--- config.mk ---
export PLATFORM = sky130hd
export DESIGN_NAME = long_frame_byte_receiver
export DESIGN_NICKNAME = d
export VERILOG_FILES = /design/src/lfbr_pkg.sv /design/src/long_frame_byte_receiver.sv /design/src/lfbr_deframer.sv
export VERILOG_INCLUDE_DIRS = /design/src /design/src/src
export SDC_FILE = /design/constraint.sdc
export NUM_CORES = 1
export LEC_CHECK = 0
export BUFFER_PORTS_ARGS = -buffer_cell sky130_fd_sc_hd__clkbuf_2
export CAP_MARGIN = 20
export CORE_UTILIZATION = 53
export CTS_CLUSTER_DIAMETER = 100
export DETAILED_ROUTE_END_ITERATION = 8
export GPL_TIMING_DRIVEN = 0
export PLACE_DENSITY = 0.76
export SLEW_MARGIN = 25
export SYNTH_ARGS = -nofsm -noshare
export SYNTH_HDL_FRONTEND = slang
export SYNTH_SLANG_ARGS = --single-unit
--- constraint.sdc ---
create_clock -name clk -period 4.1 [get_ports clk]
set_clock_uncertainty 0.2 [all_clocks]
set_input_delay 0.205 -clock clk [delete_from_list [all_inputs] [get_ports clk]]
set_output_delay 0.205 -clock clk [all_outputs]
set_load 0.1 [all_outputs]
--- src/long_frame_byte_receiver_defines.svh ---
// ----------------------------------------------------------------------------
// long_frame_byte_receiver_defines
// assertion macros used by the deframer module
// ----------------------------------------------------------------------------
`ifndef LONG_FRAME_BYTE_RECEIVER_DEFINES_SVH
`define LONG_FRAME_BYTE_RECEIVER_DEFINES_SVH

// consequent checked in the cycle after the antecedent, uses clk and rst_n in scope
`define LFBR_ASSERT_NEXT(label, ante, cons, msg) \
    label: assert property (@(posedge clk) disable iff (!rst_n) (ante) |=> (cons)) \
        else $error(msg);

// consequent checked in the same cycle as the antecedent
`define LFBR_ASSERT_SAME(label, ante, cons, msg) \
    label: assert property (@(posedge clk) disable iff (!rst_n) (ante) |-> (cons)) \
        else $error(msg);

`endif

--- src/lfbr_pkg.sv ---
// ----------------------------------------------------------------------------
// lfbr_pkg
// shared constants and types of the long frame byte receiver
// ----------------------------------------------------------------------------
package lfbr_pkg;

    localparam int COUNT_WIDTH = 32;
    localparam int OUT_COUNT_WIDTH = 32;

    localparam logic [7:0] START_BYTE = 8'h68;
    localparam logic [7:0] END_BYTE   = 8'h16;
    localparam logic [7:0] CA_BYTES   = 8'd2;

    // receive phases
    localparam logic [3:0] PH_WAIT   = 4'd0;
    localparam logic [3:0] PH_LEN    = 4'd1;
    localparam logic [3:0] PH_VERIFY = 4'd2;
    localparam logic [3:0] PH_START2 = 4'd3;
    localparam logic [3:0] PH_CTRL   = 4'd4;
    localparam logic [3:0] PH_ADDR   = 4'd5;
    localparam logic [3:0] PH_DATA   = 4'd6;
    localparam logic [3:0] PH_SUM    = 4'd7;
    localparam logic [3:0] PH_END    = 4'd8;

    // byte kinds
    localparam logic [1:0] KIND_NONE = 2'd0;
    localparam logic [1:0] KIND_CTRL = 2'd1;
    localparam logic [1:0] KIND_ADDR = 2'd2;
    localparam logic [1:0] KIND_DATA = 2'd3;

    // frame events
    localparam logic [2:0] EV_NONE     = 3'd0;
    localparam logic [2:0] EV_GOOD     = 3'd1;
    localparam logic [2:0] EV_HEADER   = 3'd2;
    localparam logic [2:0] EV_CHECKSUM = 3'd3;
    localparam logic [2:0] EV_END      = 3'd4;

    typedef struct packed {
        logic [7:0]                 field_byte;
        logic [1:0]                 byte_kind;
        logic [2:0]                 frame_event;
        logic [OUT_COUNT_WIDTH-1:0] good_frames;
        logic [OUT_COUNT_WIDTH-1:0] header_errors;
    } lfbr_result_t;

    // low bits of a counter, zero extended when the counter is narrower
    function automatic logic [OUT_COUNT_WIDTH-1:0] count_to_out(
        input logic [COUNT_WIDTH-1:0] c
    );
        logic [COUNT_WIDTH+OUT_COUNT_WIDTH-1:0] w;
        w = {{OUT_COUNT_WIDTH{1'b0}}, c};
        return w[OUT_COUNT_WIDTH-1:0];
    endfunction

endpackage

--- src/long_frame_byte_receiver.sv ---
// ----------------------------------------------------------------------------
// long_frame_byte_receiver
// deframes 0x68 L L 0x68 C A data CS 0x16 frames from a byte stream
// ----------------------------------------------------------------------------
//
//  channel | handshake            | payload
//  --------+----------------------+------------------------------------------
//  input   | in_valid / in_ready  | rx_byte
//  output  | out_valid / out_ready| field_byte, byte_kind, frame_event,
//          |                      | good_frames, header_errors
//
//  one byte a cycle sustained while out_ready holds; a byte passes an input
//  register and then the frame state update into the result register
//  every accepted byte gives exactly one result request
//  rst_n clears the frame phase, checksum and both counters at once
//  a stalled output holds its result while the input register keeps taking
//  bytes until it fills; nothing is dropped
//
module long_frame_byte_receiver (
    input  logic        clk,
    input  logic        rst_n,
    input  logic        in_valid,
    output logic        in_ready,
    input  logic [7:0]  rx_byte,
    output logic        out_valid,
    input  logic        out_ready,
    output logic [7:0]  field_byte,
    output logic [1:0]  byte_kind,
    output logic [2:0]  frame_event,
    output logic [lfbr_pkg::OUT_COUNT_WIDTH-1:0] good_frames,
    output logic [lfbr_pkg::OUT_COUNT_WIDTH-1:0] header_errors
);
    import lfbr_pkg::*;

    // input register
    logic         s1_valid_reg;
    logic [7:0]   s1_byte_reg;
    // result register
    logic         s2_valid_reg;
    lfbr_result_t s2_result_reg;
    lfbr_result_t step_result;
    logic         adv;

    // byte moves into the result register when that register is free or drains
    assign adv      = s1_valid_reg && (!s2_valid_reg || out_ready);
    assign in_ready = !s1_valid_reg || adv;

    always_ff @(posedge clk or negedge rst_n)
    begin
        if (!rst_n)
        begin
            s1_valid_reg <= 1'b0;
            s2_valid_reg <= 1'b0;
        end
        else
        begin
            if (in_ready)
            begin
                s1_valid_reg <= in_valid;
            end
            if (adv)
            begin
                s2_valid_reg <= 1'b1;
            end
            else if (out_ready)
            begin
                s2_valid_reg <= 1'b0;
            end
        end
    end

    // payload registers, no reset needed
    always_ff @(posedge clk)
    begin
        if (in_valid && in_ready)
        begin
            s1_byte_reg <= rx_byte;
        end
        if (adv)
        begin
            s2_result_reg <= step_result;
        end
    end

    // frame state lives in the deframer and moves only on an advance
    lfbr_deframer u_deframer (
        .clk     (clk),
        .rst_n   (rst_n),
        .adv     (adv),
        .rx_byte (s1_byte_reg),
        .result  (step_result)
    );

    assign out_valid     = s2_valid_reg;
    assign field_byte    = s2_result_reg.field_byte;
    assign byte_kind     = s2_result_reg.byte_kind;
    assign frame_event   = s2_result_reg.frame_event;
    assign good_frames   = s2_result_reg.good_frames;
    assign header_errors = s2_result_reg.header_errors;

endmodule

--- src/lfbr_deframer.sv ---
// ----------------------------------------------------------------------------
// lfbr_deframer
// frame state, checksum and counters, one byte per advance
// ----------------------------------------------------------------------------
`include "long_frame_byte_receiver_defines.svh"

module lfbr_deframer (
    input  logic                 clk,
    input  logic                 rst_n,
    input  logic                 adv,
    input  logic [7:0]           rx_byte,
    output lfbr_pkg::lfbr_result_t result
);
    import lfbr_pkg::*;

    logic [3:0]             phase_reg, phase_next;
    logic [7:0]             exp_len_reg, exp_len_next;
    logic [7:0]             taken_reg, taken_next;
    logic [7:0]             sum_reg, sum_next;
    logic [COUNT_WIDTH-1:0] good_count_reg, good_count_next;
    logic [COUNT_WIDTH-1:0] error_count_reg, error_count_next;
    logic [1:0]             kind;
    logic [2:0]             ev;
    logic [3:0]             restart_phase;
    logic [7:0]             taken_inc;

    // byte reexamined as a possible start byte
    assign restart_phase = (rx_byte == START_BYTE) ? PH_LEN : PH_WAIT;
    assign taken_inc     = taken_reg + 8'd1;

    always_comb
    begin
        phase_next       = phase_reg;
        exp_len_next     = exp_len_reg;
        taken_next       = taken_reg;
        sum_next         = sum_reg;
        good_count_next  = good_count_reg;
        error_count_next = error_count_reg;
        kind             = KIND_NONE;
        ev               = EV_NONE;
        case (phase_reg)
            PH_LEN:
            begin
                exp_len_next = rx_byte;
                phase_next   = PH_VERIFY;
            end
            PH_VERIFY:
            begin
                if (rx_byte == exp_len_reg)
                begin
                    phase_next = PH_START2;
                end
                else
                begin
                    error_count_next = error_count_reg + COUNT_WIDTH'(1);
                    ev               = EV_HEADER;
                    phase_next       = restart_phase;
                end
            end
            PH_START2:
            begin
                if (rx_byte == START_BYTE)
                begin
                    phase_next = PH_CTRL;
                end
                else
                begin
                    error_count_next = error_count_reg + COUNT_WIDTH'(1);
                    ev               = EV_HEADER;
                    phase_next       = restart_phase;
                end
            end
            PH_CTRL:
            begin
                sum_next   = rx_byte;
                taken_next = 8'd1;
                kind       = KIND_CTRL;
                phase_next = PH_ADDR;
            end
            PH_ADDR:
            begin
                sum_next   = sum_reg + rx_byte;
                taken_next = 8'd2;
                kind       = KIND_ADDR;
                phase_next = (exp_len_reg > CA_BYTES) ? PH_DATA : PH_SUM;
            end
            PH_DATA:
            begin
                sum_next   = sum_reg + rx_byte;
                taken_next = taken_inc;
                kind       = KIND_DATA;
                if (taken_inc >= exp_len_reg)
                begin
                    phase_next = PH_SUM;
                end
            end
            PH_SUM:
            begin
                if (rx_byte == sum_reg)
                begin
                    phase_next = PH_END;
                end
                else
                begin
                    ev         = EV_CHECKSUM;
                    phase_next = restart_phase;
                end
            end
            PH_END:
            begin
                if (rx_byte == END_BYTE)
                begin
                    good_count_next = good_count_reg + COUNT_WIDTH'(1);
                    ev              = EV_GOOD;
                    phase_next      = PH_WAIT;
                end
                else
                begin
                    ev         = EV_END;
                    phase_next = restart_phase;
                end
            end
            default:
            begin
                phase_next = restart_phase;
            end
        endcase
    end

    always_ff @(posedge clk or negedge rst_n)
    begin
        if (!rst_n)
        begin
            phase_reg       <= PH_WAIT;
            exp_len_reg     <= '0;
            taken_reg       <= '0;
            sum_reg         <= '0;
            good_count_reg  <= '0;
            error_count_reg <= '0;
        end
        else if (adv)
        begin
            phase_reg       <= phase_next;
            exp_len_reg     <= exp_len_next;
            taken_reg       <= taken_next;
            sum_reg         <= sum_next;
            good_count_reg  <= good_count_next;
            error_count_reg <= error_count_next;
        end
    end

    assign result.field_byte    = (kind != KIND_NONE) ? rx_byte : 8'd0;
    assign result.byte_kind     = kind;
    assign result.frame_event   = ev;
    assign result.good_frames   = count_to_out(good_count_next);
    assign result.header_errors = count_to_out(error_count_next);

    `LFBR_ASSERT_NEXT(a_good_counts, adv && (ev == EV_GOOD),
        good_count_reg == $past(good_count_reg) + COUNT_WIDTH'(1),
        "good frame not counted")
    `LFBR_ASSERT_NEXT(a_header_counts, adv && (ev == EV_HEADER),
        error_count_reg == $past(error_count_reg) + COUNT_WIDTH'(1),
        "header error not counted")
    `LFBR_ASSERT_NEXT(a_hold_state, !adv,
        $stable(phase_reg) && $stable(sum_reg) && $stable(taken_reg),
        "frame state moved without a byte")
    `LFBR_ASSERT_NEXT(a_ctrl_then_addr, adv && (phase_reg == PH_CTRL),
        phase_reg == PH_ADDR, "control byte not followed by address phase")

endmodule

* Word-level counts from Yosys, hierarchy flattened *
Cells that the tools add are included.

word-level totals
  register bits after elaboration = 179
  input port bits = 12
  output and inout bits = 79

cells by class
  add/sub/neg operators = 4
  $lt $le $gt $ge = 2
  equal/unequal tests = 13
  multiplexer cells = 23
  reduce and logical (&&, ||, !) cells = 15

operators with widths
  operator               count
  $mux 32                4
  $add 32x1->32 const B  2
  $pmux 32 s2            1
  $pmux 4 s8             1
  $pmux 8 s3             1
  $mux 4                 5
  $eq 4x3->1 const B     4
  $eq 8x8->1             2
  $pmux 8 s2             1
  $pmux 3 s4             1
  $add 8x1->8 const B    1
  $add 8x8->8            1
  $eq 4x2->1 const B     2
  $eq 8x5->1 const B     1
  $eq 8x7->1 const B     1
  $ge 8x8->1             1
  $gt 8x2->1 const B     1
  $reduce_and 2->1       4
  $mux 2                 3
  $pmux 2 s3             1
  $reduce_bool 2->1      3
  $eq 4x1->1 const B     1
  $eq 4x4->1 const B     1
  $mux 1                 4
  7 further kinds        10

* Longest topological paths before layout *
Gate-level depths: netlist of run 1.

  word-level depth = 5
  gate-level depth with buffers = 11
  mapped depth without buffers = 11

* Hierarchy *
From an unflattened synthesis of run 1, not the netlist that was laid out.

second synthesis, totals
  cell total of the unflattened synthesis = 769
  area total of the unflattened synthesis = 8823.5 um2

modules (own cells, without submodules)
  module                    times used  cells each  area an instance (um2)  seq. area each (um2)
  lfbr_deframer             1           676         6167.2                  2302.2
  long_frame_byte_receiver  1           93          2656.3                  2602.5

* Least setup slack after synthesis of run 1 *
OpenSTA, ideal clock, no wires.

  path type = register -> register
  from = register s2_valid_reg, in the netlist out_valid
  to = register u_deframer.phase_reg[1]
  arrival time = 4135 ps
  path slack = -327 ps
  cell stages (with the launch flop) = 8
  period minus slack after synthesis = 4427 ps
  path through = dfrtp_1 -> nand2b_1 -> nand2_1 -> inv_1 -> clkbuf_1 -> clkbuf_1 -> a22oi_1 -> o21ai_0

between the ends
  cells in the longest elaborated chain, start to end = 4

RTL lines
  element                     line                            source
  start, declared             long_frame_byte_receiver.sv:39  logic s2_valid_reg;
  start signal, assigned      long_frame_byte_receiver.sv:53  s2_valid_reg <= 1'b0;
  start signal, assigned      long_frame_byte_receiver.sv:63  s2_valid_reg <= 1'b1;
  start signal, assigned      long_frame_byte_receiver.sv:67  s2_valid_reg <= 1'b0;
  $logic_not 1->1             long_frame_byte_receiver.sv:45  assign adv = s1_valid_reg && (!s2_valid_reg || out_ready);
  $logic_or 1x1->1            long_frame_byte_receiver.sv:45
  $logic_and 1x1->1           long_frame_byte_receiver.sv:45
  via adv                     long_frame_byte_receiver.sv:42  logic adv;
  $reduce_and 2->1 (no line)  n/a
  end signal, assigned        lfbr_deframer.sv:143            phase_reg <= phase_next;
  end, declared               lfbr_deframer.sv:16             logic [3:0] phase_reg, phase_next;

The timed path passes the listed nets, and every way through them passes these cells.
A chain may end at the register's enable or synchronous reset.

* Worst setup path in the final report of run 1 *
  from = register u_deframer.taken_reg[0]
  to = register u_deframer.phase_reg[1]

between the ends
  cells in the longest elaborated chain, start to end = 4

RTL lines
  element                     line                  source
  start, declared             lfbr_deframer.sv:18   logic [7:0] taken_reg, taken_next;
  start signal, assigned      lfbr_deframer.sv:145  taken_reg <= taken_next;
  $add 8x1->8                 lfbr_deframer.sv:29   assign taken_inc = taken_reg + 8'd1;
  $ge 8x8->1                  lfbr_deframer.sv:92   if (taken_inc >= exp_len_reg)
  $ne 2x1->1 (no line)        n/a
  $reduce_and 2->1 (no line)  n/a

Every way passes these cells.

==> out/qor_table.md, run 1 <==
| Item | Value | Unit |
|:---|:---|:---|
| Pre-Repair DR Iteration Count | 6 | - |
| Sequential element share of the synthesized area | 0.563 | - |
| Boundary Pins | 91 | - |
| Sink Count | 179 | - |
| Die footprint | 17000 | sq um |
| Quantity of I/O buffers inserted on ports | 90 | - |
| Reported leakage power | 4.53 | nW |
| Number of max-slew violations in the final report | 0 | - |
| Largest fanout of any net on the critical path | 7 | - |
| Number of nets with antenna violations after routing | 0 | - |
| Die span in y | 130 | um |
| Register area | 4900 | sq um |
| Placeable core region | 15900 | sq um |
| Startpoint types | flip-flop | - |
| Max rail drop VDD | 345 | uV |
| Largest buffer count on any clock path | 2 | - |
| Worst path required time | 4.21 | ns |
| Total global routing overflow | 0 | - |
| Data arrival time of the worst path | 3.21 | ns |
| EDFF count, synth | 85 | - |
| Final worst path period need | 3.10 | ns |
| Count of nets after finishing | 927 | - |
| Cell with the most instances after synthesis | sky130_fd_sc_hd__dfrtp_1 | - |
| Number of diodes | 0 | - |
| Effective utilization at floorplan | 0.547 | - |
| Number of clock buffers inserted by TritonCTS | 17 | - |
| Ratio of cells with drive above 1 in the final layout | 0.186 | - |
| Root cell of the clock tree | sky130_fd_sc_hd__clkbuf_16 | - |
| Final Hold Fails | 0 | - |
| Via density | 5.33 | - |
| Crit. End Element | flip-flop | - |
| Largest net degree at the start of global routing | 87 | - |
| Result of the run | complete, no violations | - |
| Final standard cell area without fillers | 10200 | sq um |
| Final worst slack | 1.00 | ns |
| Actual slew at the worst max-slew pin | 0.764 | ns |
| Worst-case hold slack | 0.167 | ns |
| Yosys cell types | 63 | - |
| Post-route core utilization | 0.640 | - |
| Period utilisation layout | 0.755 | - |
| Detailed Route WL | 17100 | um |
| Total power after layout | 5.69 | mW |
| Total standard cell area after synthesis | 8710 | sq um |
| Synth warn | 0 | - |
| Placed insts | 1080 | - |
| Global-route wire length before repair | 28500 | um |
| Clock Latency Late Sink | 0.43 | ns |
| Upper clock frequency limit | 0.323 | GHz |
| Worst min path class | input pin to async pin | - |
| Synthesized instance count | 773 | - |
| Setup violators final | 0 | - |
| Clock slew seen by the registers of the worst setup and hold paths | 0.07 | ns |
| Cell type with the highest aggregate area in the netlist | sky130_fd_sc_hd__edfxtp_1 | - |
| Number of cells in the finished layout apart from fillers | 1125 | - |
| Remaining design rule violation count | 0 | - |
| Maximum level of the CTS H-tree | 4 | - |
| CTS tree | built | - |
| Setup repair after global routing missed its margin | false | - |
| Global Route Usage Sum | 0.220 | - |
| Growth of design area from synthesis to finish | 17.1 | % |
| First DRT Iteration DRCs | 442 | - |
| FILL cells | 1252 | - |
| Multi-input gate area | 3590 | sq um |
| Top post-synthesis cells by count | sky130_fd_sc_hd__dfrtp_1, sky130_fd_sc_hd__nand2_1, sky130_fd_sc_hd__edfxtp_1 | - |
| Die X-Extent | 130 | um |
| Sum Neg Setup Slack | 0 | ns |
| Ys async rst share | 0.525 | - |
| Mean cell area of the mapped netlist | 11.3 | sq um |
| Via count of the first global-routing pass | 5702 | - |
| Headroom to the max-slew limit | 0.485 | - |
| HPWL reported at the end of detailed placement | 11400 | um |
| Rows | 46 | - |
| Cell Area, Placed | 9480 | sq um |
| Main synth FF type | sky130_fd_sc_hd__dfrtp_1 | - |
| Placer's final routability congestion estimate | 0.845 | - |
| CP Class | flip-flop to flip-flop | - |
| Yosys reg bits | 179 | - |
| Cell Pwr Density | 558 | nW/um^2 |
| Setup Slack @ Placement | 1.05 | ns |
| Cell types occupying the most area after synthesis | sky130_fd_sc_hd__edfxtp_1, sky130_fd_sc_hd__dfrtp_1, sky130_fd_sc_hd__xor2_1, sky130_fd_sc_hd__xnor2_1, sky130_fd_sc_hd__nand2_1 | - |
| Total vias in the final route | 5996 | - |
| Post-detailed-route wirelength per cell | 15.2 | um |
| Number of nets in the synthesized netlist | 804 | - |
| Initial antenna violation count | 0 | - |
| Proportion of netlist area held by the largest area contributor | 0.293 | - |
| Max-cap violations | 0 | - |
==> layout by cell type, fill, tap and decap left out, types with 17 or more instances in the layout <==
cell type and count:
sky130_fd_sc_hd__nor3_1 19, sky130_fd_sc_hd__nand2_1 88, sky130_fd_sc_hd__dfrtp_1 94, sky130_fd_sc_hd__inv_1 20
sky130_fd_sc_hd__clkbuf_2 94, sky130_fd_sc_hd__and3_1 19, sky130_fd_sc_hd__nand3_1 37, sky130_fd_sc_hd__edfxtp_1 85
sky130_fd_sc_hd__xnor2_1 69, sky130_fd_sc_hd__xor2_1 71, sky130_fd_sc_hd__ha_1 18, sky130_fd_sc_hd__clkbuf_16 17
sky130_fd_sc_hd__nor2_1 79, sky130_fd_sc_hd__nand4_1 22
==> layout make-up <==
type                            count  share of cell area
Clock inverter                     14              0.0158
Clock buffer                       18              0.0421
Multi-Input combinational cell    544               0.352
Timing Repair Buffer              104              0.0605
Buffer                             30              0.0147
Inverter                           20             0.00736
Sequential cell                   179               0.481
Tap cell                          216              0.0265
==> cells by family (layout without fill, tap and decap cells) <==
family,count (synthesis),in the layout,synth area share
mux,9,9,0.0113
flops,179,179,0.563
buf+inv,50,186,0.0247
xor+xnor,144,144,0.148
simple gates,314,314,0.180
compound gates,58,58,0.0449
fa+ha+maj,19,19,0.0281
==> worst paths after layout <==
kind | start | endpoint | slack (ns) | cells past startpoint
worst min-delay path | rst_n | u_deframer.good_count_reg[27]$_DFFE_PN0P_ | 0.17 | 3
worst min register to register | u_deframer.sum_reg[5]$_DFFE_PN0P_ | u_deframer.sum_reg[5]$_DFFE_PN0P_ | 0.29 | 2
min in group clk | u_deframer.sum_reg[5]$_DFFE_PN0P_ | u_deframer.sum_reg[5]$_DFFE_PN0P_ | 0.29 | 2
max in group asynchronous | rst_n | u_deframer.sum_reg[7]$_DFFE_PN0P_ | 2.61 | 3
worst max register to register | u_deframer.taken_reg[0]$_DFFE_PN0P_ | u_deframer.phase_reg[1]$_DFFE_PN0P_ | 1.00 | 11
worst max-delay path | u_deframer.taken_reg[0]$_DFFE_PN0P_ | u_deframer.phase_reg[1]$_DFFE_PN0P_ | 1.00 | 11
==> routing by layer <==
metal,vias up,part of all wire,routed length [um],global-route usage
met3,17,0.042,714,0.0414
met2,148,0.49,8350,0.353
met1,2904,0.46,7820,0.298
met5,-,0,0,0
met4,0,0.015,262,0.0841
li1,2927,-,-,-
==> power by group <==
| part | leakage, nW | switching (mW) | total (mW) | internal (mW) |
|---|---|---|---|---|
| combinational | 2.16 | 1.29 | 1.77 | 0.479 |
| sequential | 2.08 | 0.162 | 2.29 | 2.13 |
| clock | 0.292 | 0.678 | 1.63 | 0.955 |
==> worst max-delay path: stages (launching register included) <==
cell	delay [ns]
sky130_fd_sc_hd__dfrtp_1	0.48
sky130_fd_sc_hd__ha_1	0.29
sky130_fd_sc_hd__nand3_1	0.14
sky130_fd_sc_hd__nor2_1	0.16
sky130_fd_sc_hd__xor2_1	0.22
sky130_fd_sc_hd__ha_1	0.27
sky130_fd_sc_hd__and4_1	0.16
sky130_fd_sc_hd__nand2_1	0.06
sky130_fd_sc_hd__o2111ai_1	0.14
sky130_fd_sc_hd__o21ai_1	0.50
sky130_fd_sc_hd__mux2i_1	0.23
sky130_fd_sc_hd__o21ai_0	0.10
==> repair_timing <==
action,4_1_cts,5_1_grt
setup buffers,0,0
hold endpoints to repair,104,0
gates resized for setup,0,0
hold buffers,13,0
Power figures use the tool's default switching activity.
==> run 2: changes to the inputs <==
--- a/config.mk
+++ b/config.mk
@@ -8,11 +8,11 @@
 export LEC_CHECK = 0
 export BUFFER_PORTS_ARGS = -buffer_cell sky130_fd_sc_hd__clkbuf_2
 export CAP_MARGIN = 20
-export CORE_UTILIZATION = 53
+export CORE_UTILIZATION = 55
 export CTS_CLUSTER_DIAMETER = 100
 export DETAILED_ROUTE_END_ITERATION = 8
 export GPL_TIMING_DRIVEN = 0
-export PLACE_DENSITY = 0.76
+export PLACE_DENSITY = 0.75
 export SLEW_MARGIN = 25
 export SYNTH_ARGS = -nofsm -noshare
 export SYNTH_HDL_FRONTEND = slang
==> constraint.sdc (replaced) <==
create_clock -name clk -period 2.9 [get_ports clk]
set_clock_uncertainty 0.2 [all_clocks]
set_input_delay 0.145 -clock clk [delete_from_list [all_inputs] [get_ports clk]]
set_output_delay 0.145 -clock clk [all_outputs]
set_load 0.1 [all_outputs]
==> out/qor_table.md, run 2 (synthesized netlist as in run 1, its figures left out) <==
| Item | Value | Unit | vs previous |
|:---|:---|:---|:---|
| Growth of design area from synthesis to finish | 18.6 | % |  |
| Number of clock buffers inserted by TritonCTS | 17 | - | unchanged |
| Setup violators final | 0 | - | unchanged |
| Effective utilization at floorplan | 0.569 | - | +0.0224 |
| Setup crit start | s1_byte_reg[5]$_DFFE_PP_ | - |  |
| Actual slew at the worst max-slew pin | 0.726 | ns | -0.0378 ns |
| Placer's final routability congestion estimate | 0.841 | - | -0.46% |
| Crit-path most repeated cell | sky130_fd_sc_hd__xor2_1 | - |  |
| Largest buffer count on any clock path | 2 | - | unchanged |
| Period utilisation layout | 0.960 | - | +0.205 |
| R2r setup slk | 0.11 | ns | -0.89 ns |
| Worst reg-to-reg path cell count | 7 | - | -4 |
| Max rail drop VDD | 715 | uV | +110% |
| Cell Pwr Density | 784 | nW/um^2 | +41% |
| Kind of cell adding the most delay to the critical path | simple AND/OR/NAND/NOR gates | - |  |
| Result of the run | complete, no violations | - |  |
| Total vias in the final route | 6167 | - | +2.9% |
| Detailed Route WL | 17600 | um | +2.4% |
| Die footprint | 16300 | sq um | -3.6% |
| Upper clock frequency limit | 0.359 | GHz | +11% |
| Reported leakage power | 4.57 | nW | +0.97% |
| Maximum level of the CTS H-tree | 4 | - | unchanged |
| Clock slew seen by the registers of the worst setup and hold paths | 0.07 | ns | about the same |
| Final worst path period need | 2.79 | ns | -0.312 ns |
| Global-route wire length before repair | 28600 | um | +0.14% |
| Worst R2R Start | s1_byte_reg[5]$_DFFE_PP_ | - |  |
| Boundary Pins | 91 | - | unchanged |
| Final worst slack | 0.115 | ns | -0.888 ns |
| CP peak stage delay | 0.53 | ns | +0.03 ns |
| Most frequent standard cell in the layout excluding fill and tap cells | sky130_fd_sc_hd__clkbuf_2 | - |  |
| First DRT Iteration DRCs | 412 | - | -6.8% |
| Post-detailed-route wirelength per cell | 15.5 | um | +1.9% |
| Die span in y | 128 | um | -1.8% |
| Slowest cell on the critical path | sky130_fd_sc_hd__edfxtp_1 | - |  |
| Top library cells by usage in the layout, fill and taps aside | sky130_fd_sc_hd__clkbuf_2, sky130_fd_sc_hd__dfrtp_1, sky130_fd_sc_hd__nand2_1 | - |  |
| Largest net degree at the start of global routing | 87 | - | unchanged |
| Final Hold Fails | 0 | - | unchanged |
| Cells along the critical path | xor2_1 > nor4_2 > nand2_1 > a32oi_4 > buf_2 > nor2_1 > xor2_1 | - |  |
| CP Class | flip-flop to flip-flop | - |  |
| Register share of total power | 0.400 | - | -0.002 |
| Worst-case hold slack | 0.129 | ns | -0.0385 ns |
| Total power after layout | 8.10 | mW | +42% |
| Clock Latency Late Sink | 0.43 | ns | about the same |
| Worst R2R End | header_errors[7]$_DFFE_PP_ | - |  |
| Sink Count | 179 | - | unchanged |
| Global Route Usage Sum | 0.227 | - | +0.00654 |
| Die X-Extent | 128 | um | -1.8% |
| Largest fanout of any net on the critical path | 10 | - | +3 |
| Placeable core region | 15300 | sq um | -3.9% |
| Number of max-slew violations in the final report | 0 | - | unchanged |
| Setup Slack @ Placement | -0.157 | ns | -1.21 ns |
| Max-cap violations | 0 | - | unchanged |
| Total internal power | 4.96 | mW | +39% |
| CTS tree | built | - |  |
| Worst min path class | input pin to async pin | - |  |
| Total buffers and inverters traversed by the critical path | 1 | - | +1 |
| Data arrival time of the worst path | 2.76 | ns | -0.45 ns |
| Via density | 5.45 | - | +2.3% |
| Quantity of I/O buffers inserted on ports | 90 | - | unchanged |
| Headroom to the max-slew limit | 0.511 | - | +0.0261 |
| Initial antenna violation count | 0 | - | unchanged |
| Remaining design rule violation count | 0 | - | unchanged |
| Relative contribution of combinational cells to total power | 0.324 | - | +0.013 |
| Crit path depth | 7 | - | -4 |
| Worst path required time | 2.87 | ns | -1.34 ns |
| Rows | 45 | - | -2.2% |
| NetSw | 3.14 | mW | +47% |
| Count of nets after finishing | 938 | - | +1.2% |
| Setup repair after global routing missed its margin | true | - |  |
| Root cell of the clock tree | sky130_fd_sc_hd__clkbuf_16 | - |  |
| Via count of the first global-routing pass | 5872 | - | +3.0% |
| Crit. End Element | flip-flop | - |  |
| Switching Share | 0.388 | - | +0.0134 |
| Pre-Repair DR Iteration Count | 5 | - | -1 |
| Number of nets with antenna violations after routing | 0 | - | unchanged |
| Ratio of cells with drive above 1 in the final layout | 0.208 | - | +0.0217 |
| Number of diodes | 0 | - | unchanged |
| Startpoint types | flip-flop | - |  |
| HPWL reported at the end of detailed placement | 11400 | um | about the same |
| Part of the power in the clock network | 0.276 | - | -0.011 |
| Total global routing overflow | 0 | - | unchanged |
==> run 2: cell types whose count changed in the layout (fill, tap and decap cells not counted), sizes merged <==
cell      previous run  this run
buf                 11        21
bufinv               3         1
clkbuf             128       129
clkinv               8         3
clkinvlp             1         3
inv                 22        27
==> run 2: worst max path at each step <==
stage                                                to
floorplan                      s1_byte_reg[0]$_DFFE_PP_
global placement            header_errors[26]$_DFFE_PP_
detailed placement  u_deframer.phase_reg[1]$_DFFE_PN0P_
CTS                 u_deframer.phase_reg[2]$_DFFE_PN0P_
global route          u_deframer.sum_reg[5]$_DFFE_PN0P_
finish                       header_errors[7]$_DFFE_PP_
==> run 2: stage by stage <==
stage | instances | setup TNS, ns | instance area, sq um | util
floorplan | 773 | 0 | 8720 | -
CTS | 1121 | 0 | 10200 | 0.667
global placement | 1074 | -1.83 | 9430 | 0.616
global route | 1131 | -0.00132 | 10300 | 0.675
detailed placement | 1075 | -1.96 | 9480 | 0.619
finish | 1131 | 0 | 10300 | 0.675
==> run 2: layout make-up <==
| cell class | count | area (sq um) |
|---|---|---|
| fill | 1191 | 4980 |
| sequential | 179 | 4910 |
| inverter | 20 | 75.1 |
| tap | 211 | 264 |
| buffer | 30 | 154 |
| multi-input combinational | 544 | 3650 |
| clock buffer | 18 | 429 |
| clock inverter | 14 | 149 |
| timing repair buffer | 115 | 699 |
==> run 2: power by group through the flow <==
| stage | clock network [mW] | logic [mW] | registers, mW |
|---|---|---|---|
| 3_3_place_gp | 0 | 2.41 | 3.28 |
| 2_1_floorplan | 0 | 1.21 | 3.99 |
| 3_5_place_dp | 0 | 2.45 | 3.29 |
| 5_1_grt | 2.38 | 2.85 | 3.28 |
| 6_report | 2.24 | 2.62 | 3.24 |
| 4_1_cts | 2.28 | 2.53 | 3.24 |
==> run 2: what timing repair did <==
action	4_1_cts	5_1_grt
resized for setup	4	10
setup buffers	1	10
endpoints found under the setup margin	19	33
pin swaps	1	5
hold endpoints to repair	104	0
hold buffers	13	0
==> run 2: tightest hold or removal path: stages <==
cell and delay (ns):
sky130_fd_sc_hd__dlygate4sd3_1 0.55, sky130_fd_sc_hd__clkbuf_8 0.15, sky130_fd_sc_hd__buf_16 0.33
==> run 2: layer usage <==
layer	part of all wire	global-route usage
met3	0.050	0.0530
met5	0	0
met1	0.44	0.293
met2	0.50	0.380
met4	0.012	0.0706
